$ cat config.mk
export PLATFORM = sky130hd
export DESIGN_NAME = char_stream_tokenizer_flat
export DESIGN_NICKNAME = d
export VERILOG_FILES = /design/src/hw/rtl/cst_pkg.sv /design/src/hw/rtl/cst_if.sv /design/src/hw/rtl/cst_scanner.sv /design/src/hw/rtl/cst_token_fifo.sv /design/src/hw/rtl/char_stream_tokenizer.sv /design/src/flat_wrapper.sv
export SDC_FILE = /design/constraint.sdc
export NUM_CORES = 1
export LEC_CHECK = 0
export BUFFER_PORTS_ARGS = -buffer_cell sky130_fd_sc_hd__buf_4
export CAP_MARGIN = 10
export CORE_MARGIN = 3
export CORE_UTILIZATION = 56
export CTS_BUF_LIST = sky130_fd_sc_hd__clkbuf_16
export DETAILED_ROUTE_END_ITERATION = 7
export GPL_TIMING_DRIVEN = 1
export MAX_ROUTING_LAYER = met4
export PLACE_DENSITY = 0.88
export SETUP_SLACK_MARGIN = 0.1
export SYNTH_ARGS = -nofsm -noshare
export SYNTH_HDL_FRONTEND = slang
export SYNTH_HIERARCHICAL = 1
export SYNTH_SLANG_ARGS = --single-unit
$ cat constraint.sdc
create_clock -name clock -period 3.7 [get_ports clock]
set_input_delay 0.185 -clock clock [delete_from_list [all_inputs] [get_ports clock]]
set_output_delay 0.185 -clock clock [all_outputs]
set_load 0.02 [all_outputs]
$ cat src/hw/rtl/cst_pkg.sv
package cst_pkg;

   localparam logic [2:0] KEYWORD_LEN = 3'd6;

   typedef enum logic [3:0] {
      KIND_END     = 4'd0,
      KIND_UNKNOWN = 4'd1,
      KIND_IDENT   = 4'd2,
      KIND_NUMBER  = 4'd3,
      KIND_RETURN  = 4'd4,
      KIND_SEMI    = 4'd5,
      KIND_ASSIGN  = 4'd6,
      KIND_PLUS    = 4'd7,
      KIND_MINUS   = 4'd8,
      KIND_STAR    = 4'd9,
      KIND_SLASH   = 4'd10,
      KIND_LPAREN  = 4'd11,
      KIND_RPAREN  = 4'd12
   } kind_type;

   typedef struct packed {
      kind_type    kind;
      logic [31:0] start;
      logic [15:0] length;
      logic        last;
   } token_type;

   // up to two tokens per request: a finished run, then the byte's own token
   typedef struct packed {
      logic      first_valid;
      logic      second_valid;
      token_type first;
      token_type second;
   } emit_type;

   function automatic logic is_space(input logic [7:0] c);
      return c == 8'h20 || c == 8'h09 || c == 8'h0C ||
             c == 8'h0B || c == 8'h0D || c == 8'h0A;
   endfunction

   function automatic logic is_digit(input logic [7:0] c);
      return c >= 8'h30 && c <= 8'h39;
   endfunction

   function automatic logic is_letter(input logic [7:0] c);
      return (c >= 8'h61 && c <= 8'h7A) || (c >= 8'h41 && c <= 8'h5A);
   endfunction

   function automatic kind_type punct_kind(input logic [7:0] c);
      kind_type k;
      case (c)
         8'h3B:   k = KIND_SEMI;
         8'h3D:   k = KIND_ASSIGN;
         8'h2B:   k = KIND_PLUS;
         8'h2D:   k = KIND_MINUS;
         8'h2A:   k = KIND_STAR;
         8'h2F:   k = KIND_SLASH;
         8'h28:   k = KIND_LPAREN;
         8'h29:   k = KIND_RPAREN;
         default: k = KIND_UNKNOWN;
      endcase
      return k;
   endfunction

   function automatic logic [7:0] keyword_char(input logic [2:0] idx);
      logic [7:0] ch;
      case (idx)
         3'd0:    ch = 8'h72;
         3'd1:    ch = 8'h65;
         3'd2:    ch = 8'h74;
         3'd3:    ch = 8'h75;
         3'd4:    ch = 8'h72;
         3'd5:    ch = 8'h6E;
         default: ch = 8'h00;
      endcase
      return ch;
   endfunction

endpackage

$ cat src/hw/rtl/cst_if.sv
interface cst_char_if;
   logic       valid;
   logic       ready;
   logic [7:0] char_code;

   modport source (output valid, output char_code, input ready);
   modport sink (input valid, input char_code, output ready);
endinterface

interface cst_token_if;
   logic        valid;
   logic        ready;
   logic [3:0]  token_kind;
   logic [31:0] token_start;
   logic [15:0] token_length;
   logic        last_of_run;

   modport source (output valid, output token_kind, output token_start,
                   output token_length, output last_of_run, input ready);
   modport sink (input valid, input token_kind, input token_start,
                 input token_length, input last_of_run, output ready);
endinterface

$ cat src/hw/rtl/cst_scanner.sv
module cst_scanner (
   input  logic              clock,
   input  logic              reset,
   input  logic              step,
   input  logic [7:0]        char_code,
   output cst_pkg::emit_type emit
);

   typedef enum logic [1:0] {
      MODE_IDLE    = 2'd0,
      MODE_LETTERS = 2'd1,
      MODE_DIGITS  = 2'd2
   } mode_type;

   mode_type    mode_ff, mode_in;
   logic [2:0]  prog_ff, prog_in;
   logic        miss_ff, miss_in;
   logic [31:0] start_ff, start_in;
   logic [15:0] len_ff, len_in;
   logic [31:0] pos_ff, pos_in;
   logic        ended_ff, ended_in;

   logic                 run_v;
   logic                 byte_v;
   cst_pkg::token_type   run_tok;
   cst_pkg::token_type   byte_tok;

   always_comb begin
      mode_in  = mode_ff;
      prog_in  = prog_ff;
      miss_in  = miss_ff;
      start_in = start_ff;
      len_in   = len_ff;
      pos_in   = pos_ff;
      ended_in = ended_ff;
      run_v    = 1'b0;
      byte_v   = 1'b0;
      run_tok  = '0;
      byte_tok = '0;

      if (ended_ff) begin
         byte_v         = 1'b1;
         byte_tok.kind  = cst_pkg::KIND_END;
         byte_tok.start = pos_ff;
      end else if ((mode_ff == MODE_LETTERS && cst_pkg::is_letter(char_code)) ||
                   (mode_ff == MODE_DIGITS && cst_pkg::is_digit(char_code))) begin
         if (len_ff != 16'hFFFF) begin
            len_in = len_ff + 16'd1;
         end
         if (mode_ff == MODE_LETTERS && !miss_ff) begin
            if (prog_ff < cst_pkg::KEYWORD_LEN &&
                char_code == cst_pkg::keyword_char(prog_ff)) begin
               prog_in = prog_ff + 3'd1;
            end else begin
               miss_in = 1'b1;
            end
         end
         pos_in = pos_ff + 32'd1;
      end else begin
         if (mode_ff == MODE_LETTERS) begin
            run_v         = 1'b1;
            run_tok.kind  = (!miss_ff && prog_ff == cst_pkg::KEYWORD_LEN) ?
                            cst_pkg::KIND_RETURN : cst_pkg::KIND_IDENT;
            run_tok.start = start_ff;
            run_tok.length = len_ff;
         end else if (mode_ff == MODE_DIGITS) begin
            run_v          = 1'b1;
            run_tok.kind   = cst_pkg::KIND_NUMBER;
            run_tok.start  = start_ff;
            run_tok.length = len_ff;
         end
         mode_in = MODE_IDLE;

         if (char_code == 8'h00) begin
            byte_v         = 1'b1;
            byte_tok.kind  = cst_pkg::KIND_END;
            byte_tok.start = pos_ff;
            ended_in       = 1'b1;
         end else if (cst_pkg::is_space(char_code)) begin
            mode_in = MODE_IDLE;
         end else if (cst_pkg::is_letter(char_code)) begin
            mode_in  = MODE_LETTERS;
            start_in = pos_ff;
            len_in   = 16'd1;
            if (char_code == cst_pkg::keyword_char(3'd0)) begin
               prog_in = 3'd1;
               miss_in = 1'b0;
            end else begin
               prog_in = 3'd0;
               miss_in = 1'b1;
            end
         end else if (cst_pkg::is_digit(char_code)) begin
            mode_in  = MODE_DIGITS;
            start_in = pos_ff;
            len_in   = 16'd1;
            prog_in  = 3'd0;
            miss_in  = 1'b0;
         end else begin
            byte_v          = 1'b1;
            byte_tok.kind   = cst_pkg::punct_kind(char_code);
            byte_tok.start  = pos_ff;
            byte_tok.length = 16'd1;
         end

         if (char_code != 8'h00) begin
            pos_in = pos_ff + 32'd1;
         end
      end
   end

   always_comb begin
      emit              = '0;
      emit.first_valid  = run_v || byte_v;
      emit.second_valid = run_v && byte_v;
      emit.first        = run_v ? run_tok : byte_tok;
      emit.first.last   = !(run_v && byte_v);
      emit.second       = byte_tok;
      emit.second.last  = 1'b1;
   end

   always_ff @(posedge clock) begin
      if (reset) begin
         mode_ff  <= MODE_IDLE;
         prog_ff  <= '0;
         miss_ff  <= 1'b0;
         start_ff <= '0;
         len_ff   <= '0;
         pos_ff   <= '0;
         ended_ff <= 1'b0;
      end else if (step) begin
         mode_ff  <= mode_in;
         prog_ff  <= prog_in;
         miss_ff  <= miss_in;
         start_ff <= start_in;
         len_ff   <= len_in;
         pos_ff   <= pos_in;
         ended_ff <= ended_in;
      end
   end

`ifndef SYNTH
   a_prog_range: assert property (@(posedge clock) disable iff (reset)
      prog_ff <= cst_pkg::KEYWORD_LEN)
      else $error("keyword progress out of range");
   a_end_sticky: assert property (@(posedge clock) disable iff (reset)
      ended_ff && step |=> ended_ff && $stable(pos_ff))
      else $error("end of input did not hold");
   a_end_alone: assert property (@(posedge clock) disable iff (reset)
      ended_ff |-> emit.first_valid && !emit.second_valid &&
                   emit.first.kind == cst_pkg::KIND_END)
      else $error("bad token after end of input");
`endif

endmodule

$ cat src/hw/rtl/cst_token_fifo.sv
module cst_token_fifo #(
   parameter int Depth = 4
) (
   input  logic               clock,
   input  logic               reset,
   input  cst_pkg::emit_type  emit,
   input  logic               push,
   output logic               room,
   output logic               out_valid,
   input  logic               pop,
   output cst_pkg::token_type out_token
);

   localparam int PtrW = (Depth > 1) ? $clog2(Depth) : 1;
   localparam int CntW = $clog2(Depth + 1);
   localparam logic [PtrW-1:0] LastIdx = PtrW'(Depth - 1);
   localparam logic [CntW-1:0] RoomMax = CntW'(Depth - 2);

   cst_pkg::token_type mem [Depth];

   logic [PtrW-1:0] wr_ptr_ff, wr_ptr_in;
   logic [PtrW-1:0] rd_ptr_ff, rd_ptr_in;
   logic [CntW-1:0] count_ff, count_in;
   logic [PtrW-1:0] wr_next;
   logic            do_pop;
   logic            wr0, wr1;

   function automatic logic [PtrW-1:0] bump(input logic [PtrW-1:0] p);
      return (p == LastIdx) ? '0 : p + PtrW'(1);
   endfunction

   assign room      = count_ff <= RoomMax;
   assign out_valid = count_ff != '0;
   assign out_token = mem[rd_ptr_ff];
   assign do_pop    = pop && out_valid;
   assign wr0       = push && emit.first_valid;
   assign wr1       = push && emit.second_valid;
   assign wr_next   = bump(wr_ptr_ff);

   always_comb begin
      wr_ptr_in = wr_ptr_ff;
      if (wr1) begin
         wr_ptr_in = bump(wr_next);
      end else if (wr0) begin
         wr_ptr_in = wr_next;
      end
      rd_ptr_in = do_pop ? bump(rd_ptr_ff) : rd_ptr_ff;
      count_in  = count_ff + CntW'(wr0) + CntW'(wr1) - CntW'(do_pop);
   end

   always_ff @(posedge clock) begin
      if (wr0) begin
         mem[wr_ptr_ff] <= emit.first;
      end
      if (wr1) begin
         mem[wr_next] <= emit.second;
      end
   end

   always_ff @(posedge clock) begin
      if (reset) begin
         wr_ptr_ff <= '0;
         rd_ptr_ff <= '0;
         count_ff  <= '0;
      end else begin
         wr_ptr_ff <= wr_ptr_in;
         rd_ptr_ff <= rd_ptr_in;
         count_ff  <= count_in;
      end
   end

`ifndef SYNTH
   a_no_overflow: assert property (@(posedge clock) disable iff (reset)
      push |-> room)
      else $error("write without room");
   a_count_bound: assert property (@(posedge clock) disable iff (reset)
      count_ff <= CntW'(Depth))
      else $error("queue count overflow");
   a_pair_count: assert property (@(posedge clock) disable iff (reset)
      wr1 && !do_pop |=> count_ff == $past(count_ff) + CntW'(2))
      else $error("two-token write lost an entry");
`endif

endmodule

$ cat src/hw/rtl/char_stream_tokenizer.sv
// Byte-serial tokenizer. One source byte is taken per request on req_bus and
// zero, one or two tokens come out on rsp_bus in source order; last_of_run
// marks the final token caused by a byte. A byte is accepted in the cycle it
// is offered whenever the token queue (FifoDepth entries, at least 3) has two
// free slots, so the input sustains one byte per clock while rsp_bus keeps up;
// bytes that close a run and emit two tokens drain at one token per clock.
// Tokens are written into the queue when their byte is accepted, and rsp_bus
// shows the queue head. Byte zero ends the input; every later byte yields
// another end token at the same offset until reset.
module char_stream_tokenizer #(
   parameter int FifoDepth = 4
) (
   input  logic        clock,
   input  logic        reset,
   cst_char_if.sink    req_bus,
   cst_token_if.source rsp_bus
);

   cst_pkg::emit_type  emit;
   cst_pkg::token_type head;
   logic               room;
   logic               step;
   logic               out_valid;

   assign req_bus.ready = room;
   assign step          = req_bus.valid && room;

   cst_scanner u_scanner (
      .clock     (clock),
      .reset     (reset),
      .step      (step),
      .char_code (req_bus.char_code),
      .emit      (emit)
   );

   cst_token_fifo #(
      .Depth (FifoDepth)
   ) u_fifo (
      .clock     (clock),
      .reset     (reset),
      .emit      (emit),
      .push      (step),
      .room      (room),
      .out_valid (out_valid),
      .pop       (rsp_bus.ready),
      .out_token (head)
   );

   assign rsp_bus.valid        = out_valid;
   assign rsp_bus.token_kind   = head.kind;
   assign rsp_bus.token_start  = head.start;
   assign rsp_bus.token_length = head.length;
   assign rsp_bus.last_of_run  = head.last;

`ifndef SYNTH
   a_end_length: assert property (@(posedge clock) disable iff (reset)
      out_valid && head.kind == cst_pkg::KIND_END |-> head.length == 16'd0 && head.last)
      else $error("end token malformed");
   a_punct_length: assert property (@(posedge clock) disable iff (reset)
      out_valid && head.kind != cst_pkg::KIND_END && head.kind != cst_pkg::KIND_IDENT &&
      head.kind != cst_pkg::KIND_NUMBER && head.kind != cst_pkg::KIND_RETURN
      |-> head.length == 16'd1 && head.last)
      else $error("single-byte token malformed");
   a_run_length: assert property (@(posedge clock) disable iff (reset)
      out_valid && (head.kind == cst_pkg::KIND_IDENT || head.kind == cst_pkg::KIND_NUMBER ||
      head.kind == cst_pkg::KIND_RETURN) |-> head.length != 16'd0)
      else $error("empty run token");
`endif

endmodule

$ cat src/flat_wrapper.sv
// flat-port wrapper written by rule: the top's interface ports become plain ports
module char_stream_tokenizer_flat 
#(
   parameter int FifoDepth = 4
)
  (clock, reset, req_bus_valid, req_bus_char_code, req_bus_ready, rsp_bus_valid, rsp_bus_token_kind, rsp_bus_token_start, rsp_bus_token_length, rsp_bus_last_of_run, rsp_bus_ready);
  cst_char_if req_bus_i ();
  cst_token_if rsp_bus_i ();
  input  logic clock;
  input  logic reset;
  input wire logic [$bits(req_bus_i.valid)-1:0] req_bus_valid;
  input wire logic [$bits(req_bus_i.char_code)-1:0] req_bus_char_code;
  output wire logic [$bits(req_bus_i.ready)-1:0] req_bus_ready;
  output wire logic [$bits(rsp_bus_i.valid)-1:0] rsp_bus_valid;
  output wire logic [$bits(rsp_bus_i.token_kind)-1:0] rsp_bus_token_kind;
  output wire logic [$bits(rsp_bus_i.token_start)-1:0] rsp_bus_token_start;
  output wire logic [$bits(rsp_bus_i.token_length)-1:0] rsp_bus_token_length;
  output wire logic [$bits(rsp_bus_i.last_of_run)-1:0] rsp_bus_last_of_run;
  input wire logic [$bits(rsp_bus_i.ready)-1:0] rsp_bus_ready;
  assign req_bus_i.valid = req_bus_valid;
  assign req_bus_i.char_code = req_bus_char_code;
  assign req_bus_ready = req_bus_i.ready;
  assign rsp_bus_valid = rsp_bus_i.valid;
  assign rsp_bus_token_kind = rsp_bus_i.token_kind;
  assign rsp_bus_token_start = rsp_bus_i.token_start;
  assign rsp_bus_token_length = rsp_bus_i.token_length;
  assign rsp_bus_last_of_run = rsp_bus_i.last_of_run;
  assign rsp_bus_i.ready = rsp_bus_ready;
  char_stream_tokenizer #(.FifoDepth(FifoDepth)) u_core (.clock(clock), .reset(reset), .req_bus(req_bus_i), .rsp_bus(rsp_bus_i));
endmodule
==> summary.md <==
| Metric | Value |
|---|---|
| Area share of xor/xnor cells in the synthesized design | 2.11% |
| Number of antenna violations at the first check in global routing | 0 |
| Largest stage delay on the critical path | approximately 490 ps |
| H-tree lvl count | 1 |
| Global router's overall resource usage | 23.9% |
| Synth Area in Compound Gates | under 10% |
| Worst Path Max Fanout | 15 |
| Total routed wire length on the met1 layer | about 15000 um |
| Via count of the first global-routing pass | around 11000 |
| Initial Util | 57.3% |
| Number of buffers on the longest clock path | 3 |
| Setup repair after global routing missed its margin | false |
| Critical path launch point type | register |
| Commonest register cell after synthesis | sky130_fd_sc_hd__edfxtp_1 |
| First-pass GRT wire length | around 58000 um |
| Finished layout cell area | 0.0185 mm^2 |
| Area contributors post-synth | sky130_fd_sc_hd__edfxtp_1 38%, sky130_fd_sc_hd__mux2_4 18%, sky130_fd_sc_hd__dfxtp_1 12%, sky130_fd_sc_hd__mux4_2 7.2%, sky130_fd_sc_hd__nand2_1 2.2% |
| TritonCTS clock tree | yes |
| Port Buffers | 66 |
| Total number of yosys warnings | 6 |
| Worst hold-check path type | primary input to register |
| Cell area after synthesis | 0.0166 mm^2 |
| Proportion of netlist area held by the largest area contributor | 38.3% |
| Number of library cell types mapped by synthesis | between 70 and 80 |
| Power share of the sequential group | 45.6% |
| Cell chain of the critical path | inv_1 -> ha_1 -> and3b_1 -> o221ai_4 -> nand2_4 -> nor3_1 -> nand2b_1 -> inv_1 -> and2_1 -> nand2_4 -> buf_4 -> mux2_4 |
| Run status | complete, no violations |
| Width of the die | 178 um |
| Pins Over Slew Limit | 0 |
| Synthesized area per cell | roughly 14 um^2 |
| Gate family responsible for the most delay along the worst path | simple AND/OR/NAND/NOR gates |
| Worst Setup Slack, final | roughly 390 ps |
| # setup viols final | 0 |
| Main combinational cell family by area after synthesis | multiplexers |
| Final routed wire length divided by cell count | 21.9 um |
| Count of vias placed by the detailed router | 10300 |
| TritonCTS sink count | 308 |
| Post-layout nets | ~1300 |
| Antenna Diode Count | 0 |
| Sum of buffers and inverters on the critical path | 3 |
| Final routed DRC violation total | 0 |
| Internal power contribution | 6.63 mW |
| Crit path kind | register to register |
| Sum of negative setup slack | 0 ps |
| Transition time at the pin with the least slew margin | 1090 ps |
| Combinational Power Share | 22.3% |
| Pre-Repair DR Iteration Count | 5 |
| Grt total ovfl | 0 |
| Placed Cells incl. Taps | between 1500 and 2000 |
| Clock Latency Late Sink | 560 ps |
| Count of mapped cells out of synthesis | 1218 |
| Topmost layer with routed signal wires | met4 |
| Fmax achieved | 0.302 GHz |
| Clock-pin slew on the worst setup and hold paths | 60 ps |
| Fraction of synthesized area in multiplexers | 26.4% |
| Count of flip-flops with a built-in enable after synthesis | about 210 |
| Fin. Hold Viols | 0 |
| Sequential fraction of the synthesis area | 49.8% |
| Simple-Gate Fraction of Synth Area | 10.3% |
| Y dimension of the die | 178 um |
| Dpl hpwl | 22700 um |
| Global placer's final weighted congestion | 0.903 |
| Drt via density | about 6 |
| Cell Rows | 62 |
| Max capacitance violation total | 0 |
| Clock network power share | 32.0% |
| IR Drop Worst-Case VDD | 0.000393 V |
| Number of clock buffers inserted by TritonCTS | 30 |
| Worst setup timing slack at the placement stage | 216 ps |
| Non-filler cells, final | 1682 |
| Area added between synthesis and finish | 11.0% |
| Share of the cycle needed by the critical path after routing | between 80% and 90% |
| Post-detailed-placement cell area | 0.0175 mm^2 |
| Period minus WS final | 3310 ps |
| Boundary Pins | 67 |
| Worst EP required | 4000 ps |
| Hold Path Cell Cnt | 4 |
| Met3 wire length | 2710 um |
| Register bit count reported by yosys | 308 |
| Slowest cell on crit path | sky130_fd_sc_hd__and2_1 |
| Sw Share | 28.1% |
| Iter 0 DRT Violations | 999 |
| DRT antenna net count | 0 |
| CP arrival | 3610 ps |
| Count of cell instances traversed by the critical path | 12 |
| Floorplan die area | 0.0318 mm^2 |
| Share of flip-flops with an asynchronous set or reset after synthesis | 0% |
| Sw Pwr | between 2 and 3 mW |
| Maximum number of pins on one net before global-route repair | 66 |
| Number of cells on the worst reg-to-reg path | 12 |
| Static leakage | 7.17 nW |
| Post-layout util | 63.6% |
| Placeable Area | 0.0290 mm^2 |
| Slew headroom | 27.3% |
| Cell accounting for the most synthesized area | sky130_fd_sc_hd__edfxtp_1 |
| Met2 wirelength from detailed routing | 18600 um |
| Power density cells | between 400 and 500 mW/mm^2 |
| Synthesized-area fraction occupied by adder cells | approximately 1.5% |
| DRT Wirelength | 36800 um |
| Worst Skew | just under 10 ps |
| Fraction of layout instances using a drive strength above 1 | 33.5% |
| Clock root cell | sky130_fd_sc_hd__clkbuf_16 |
| Crit end category | register |
## flip-flops by register name, summed over array words and instances (netlist names), named ones only
signal and count:
u_core/u_scanner/pos_ff 32, u_core/u_scanner/start_ff 32, u_core/u_scanner/mode_ff 2, u_core/u_scanner/miss_ff 1, u_core/u_scanner/ended_ff 1, u_core/u_fifo/count_ff 3, u_core/u_fifo/wr_ptr_ff 2, u_core/u_scanner/prog_ff 3
u_core/u_fifo/rd_ptr_ff 2, u_core/u_scanner/len_ff 16, u_core/u_fifo/mem 212
## logic make-up after synthesis
| group | count (synthesis) |
|---|---|
| DFF | 308 |
| buffers and inverters | 117 |
| and+or+nand+nor | 332 |
| other | 2 |
| xor gates and xnor gates | 40 |
| adders and majority gates | 19 |
| muxes | 272 |
| AOI/OAI and AO/OA | 128 |
## layer usage
metal / GRT usage (%) / vias up
met3: 3.47 / 79
met4: 7.73 / 0
met2: 40.2 / 412
met1: 30.1 / 5194
li1: - / 4638
met5: - / -
## repair_timing
item                                   4_1_cts  5_1_grt
hold buffers                                 1        0
setup buffers                                0        0
endpoints found under the hold margin        6        0
gates resized for setup                      0        0
## cells in the mapped netlist (3+ instances only)
library cell,instances
sky130_fd_sc_hd__edfxtp_1,212
sky130_fd_sc_hd__mux2_4,195
sky130_fd_sc_hd__nand2_1,98
sky130_fd_sc_hd__dfxtp_1,96
sky130_fd_sc_hd__nor2_1,68
sky130_fd_sc_hd__mux4_2,53
sky130_fd_sc_hd__a21oi_1,48
sky130_fd_sc_hd__a22o_1,35
sky130_fd_sc_hd__nor2b_1,35
sky130_fd_sc_hd__clkbuf_1,32
sky130_fd_sc_hd__buf_6,28
sky130_fd_sc_hd__inv_1,24
sky130_fd_sc_hd__xnor2_1,23
sky130_fd_sc_hd__and2_1,22
sky130_fd_sc_hd__nand3_1,20
sky130_fd_sc_hd__nor3_1,20
sky130_fd_sc_hd__mux2_2,18
sky130_fd_sc_hd__xor2_1,17
sky130_fd_sc_hd__buf_2,16
sky130_fd_sc_hd__buf_4,16
sky130_fd_sc_hd__ha_1,16
sky130_fd_sc_hd__nand4_1,10
sky130_fd_sc_hd__or3_1,8
sky130_fd_sc_hd__and3_1,7
sky130_fd_sc_hd__o21ai_0,7
sky130_fd_sc_hd__mux2i_1,6
sky130_fd_sc_hd__nand2b_1,6
sky130_fd_sc_hd__nand2_4,5
sky130_fd_sc_hd__nor4_1,5
sky130_fd_sc_hd__a31oi_1,4
sky130_fd_sc_hd__and4_1,4
sky130_fd_sc_hd__a21o_1,3
sky130_fd_sc_hd__nand3b_1,3
sky130_fd_sc_hd__nor4b_1,3
sky130_fd_sc_hd__o2111ai_1,3
sky130_fd_sc_hd__o21bai_1,3
sky130_fd_sc_hd__or2_2,3
sky130_fd_sc_hd__or4_1,3
## power groups by stage
| stage | Sequential (mW) | Combinational [mW] | Clock (mW) |
|---|---|---|---|
| after detailed placement | 4.28 | 2.07 | 0 |
| after CTS | 4.21 | 2.08 | 3.00 |
| after floorplan | 4.13 | 1.41 | 0 |
| after global placement | 4.26 | 2.05 | 0 |
| after global routing | 4.24 | 2.19 | 3.14 |
| final | 4.21 | 2.06 | 2.96 |
## cell usage in the layout, fill, tap and decap left out, types with 3 or more instances in the layout
cell / instances
sky130_fd_sc_hd__buf_12: 13
sky130_fd_sc_hd__nor2_1: 67
sky130_fd_sc_hd__mux2_4: 195
sky130_fd_sc_hd__nand3_1: 20
sky130_fd_sc_hd__o21ai_0: 7
sky130_fd_sc_hd__nand3b_1: 3
sky130_fd_sc_hd__a22o_1: 35
sky130_fd_sc_hd__clkinv_2: 9
sky130_fd_sc_hd__a21o_1: 3
sky130_fd_sc_hd__mux2_2: 18
sky130_fd_sc_hd__xnor2_1: 23
sky130_fd_sc_hd__conb_1: 16
sky130_fd_sc_hd__inv_1: 29
sky130_fd_sc_hd__xor2_1: 17
sky130_fd_sc_hd__or4_1: 3
sky130_fd_sc_hd__or3_1: 8
sky130_fd_sc_hd__or2_2: 3
sky130_fd_sc_hd__buf_4: 89
sky130_fd_sc_hd__a21oi_1: 48
sky130_fd_sc_hd__edfxtp_1: 212
sky130_fd_sc_hd__nand2b_1: 6
sky130_fd_sc_hd__ha_1: 16
sky130_fd_sc_hd__o2111ai_1: 3
sky130_fd_sc_hd__nand2_1: 94
sky130_fd_sc_hd__nand2_4: 5
sky130_fd_sc_hd__and4_1: 4
sky130_fd_sc_hd__a31oi_1: 4
sky130_fd_sc_hd__mux2i_1: 6
sky130_fd_sc_hd__mux4_2: 53
sky130_fd_sc_hd__clkbuf_16: 32
sky130_fd_sc_hd__nor4b_1: 3
sky130_fd_sc_hd__nor2b_1: 35
sky130_fd_sc_hd__and2_1: 22
sky130_fd_sc_hd__nor4_1: 5
sky130_fd_sc_hd__nor3_1: 20
sky130_fd_sc_hd__nand2_2: 4
sky130_fd_sc_hd__clkinv_1: 8
sky130_fd_sc_hd__dfxtp_1: 94
sky130_fd_sc_hd__nand4_1: 10
sky130_fd_sc_hd__and3_1: 7
## path summary, 6_finish.rpt
| kind | start | to | slack, ps |
|---|---|---|---|
| worst max-delay path | u_core/u_scanner/mode_ff[1] | u_core/u_fifo/mem[1][15] | 390 |
| worst min-delay path | rsp_bus_ready | register | 40 |
| worst max register to register | u_core/u_scanner/mode_ff[1] | u_core/u_fifo/mem[1][15] | 390 |
| worst min register to register | u_core/u_scanner/start_ff[21] | u_core/u_scanner/start_ff[21] | 450 |
## area by class of cell
type,instances,area [um^2]
fill,2042,10600
clock inverter,24,154
sequential,308,8300
timing repair buffer,103,938
tap,384,480
clock buffer,32,801
inverter,24,90.1
multi-input combinational,807,7700
## tightest hold or removal path, delay by kind of cell
family,cells,cell delay [ps]
buffers and inverters,1,80
AOI/OAI and AO/OA,2,180
and+or+nand+nor,1,90
## metrics by stage
stage                     hold slack (ps)  power [mW]
after global placement                442        6.31
after detailed placement              449        6.35
final                                44.7        9.22
after global routing                 54.8        9.57
after floorplan                       254        5.54
after CTS                            30.8        9.29
Note: power is estimated with default switching activity, not from simulation.
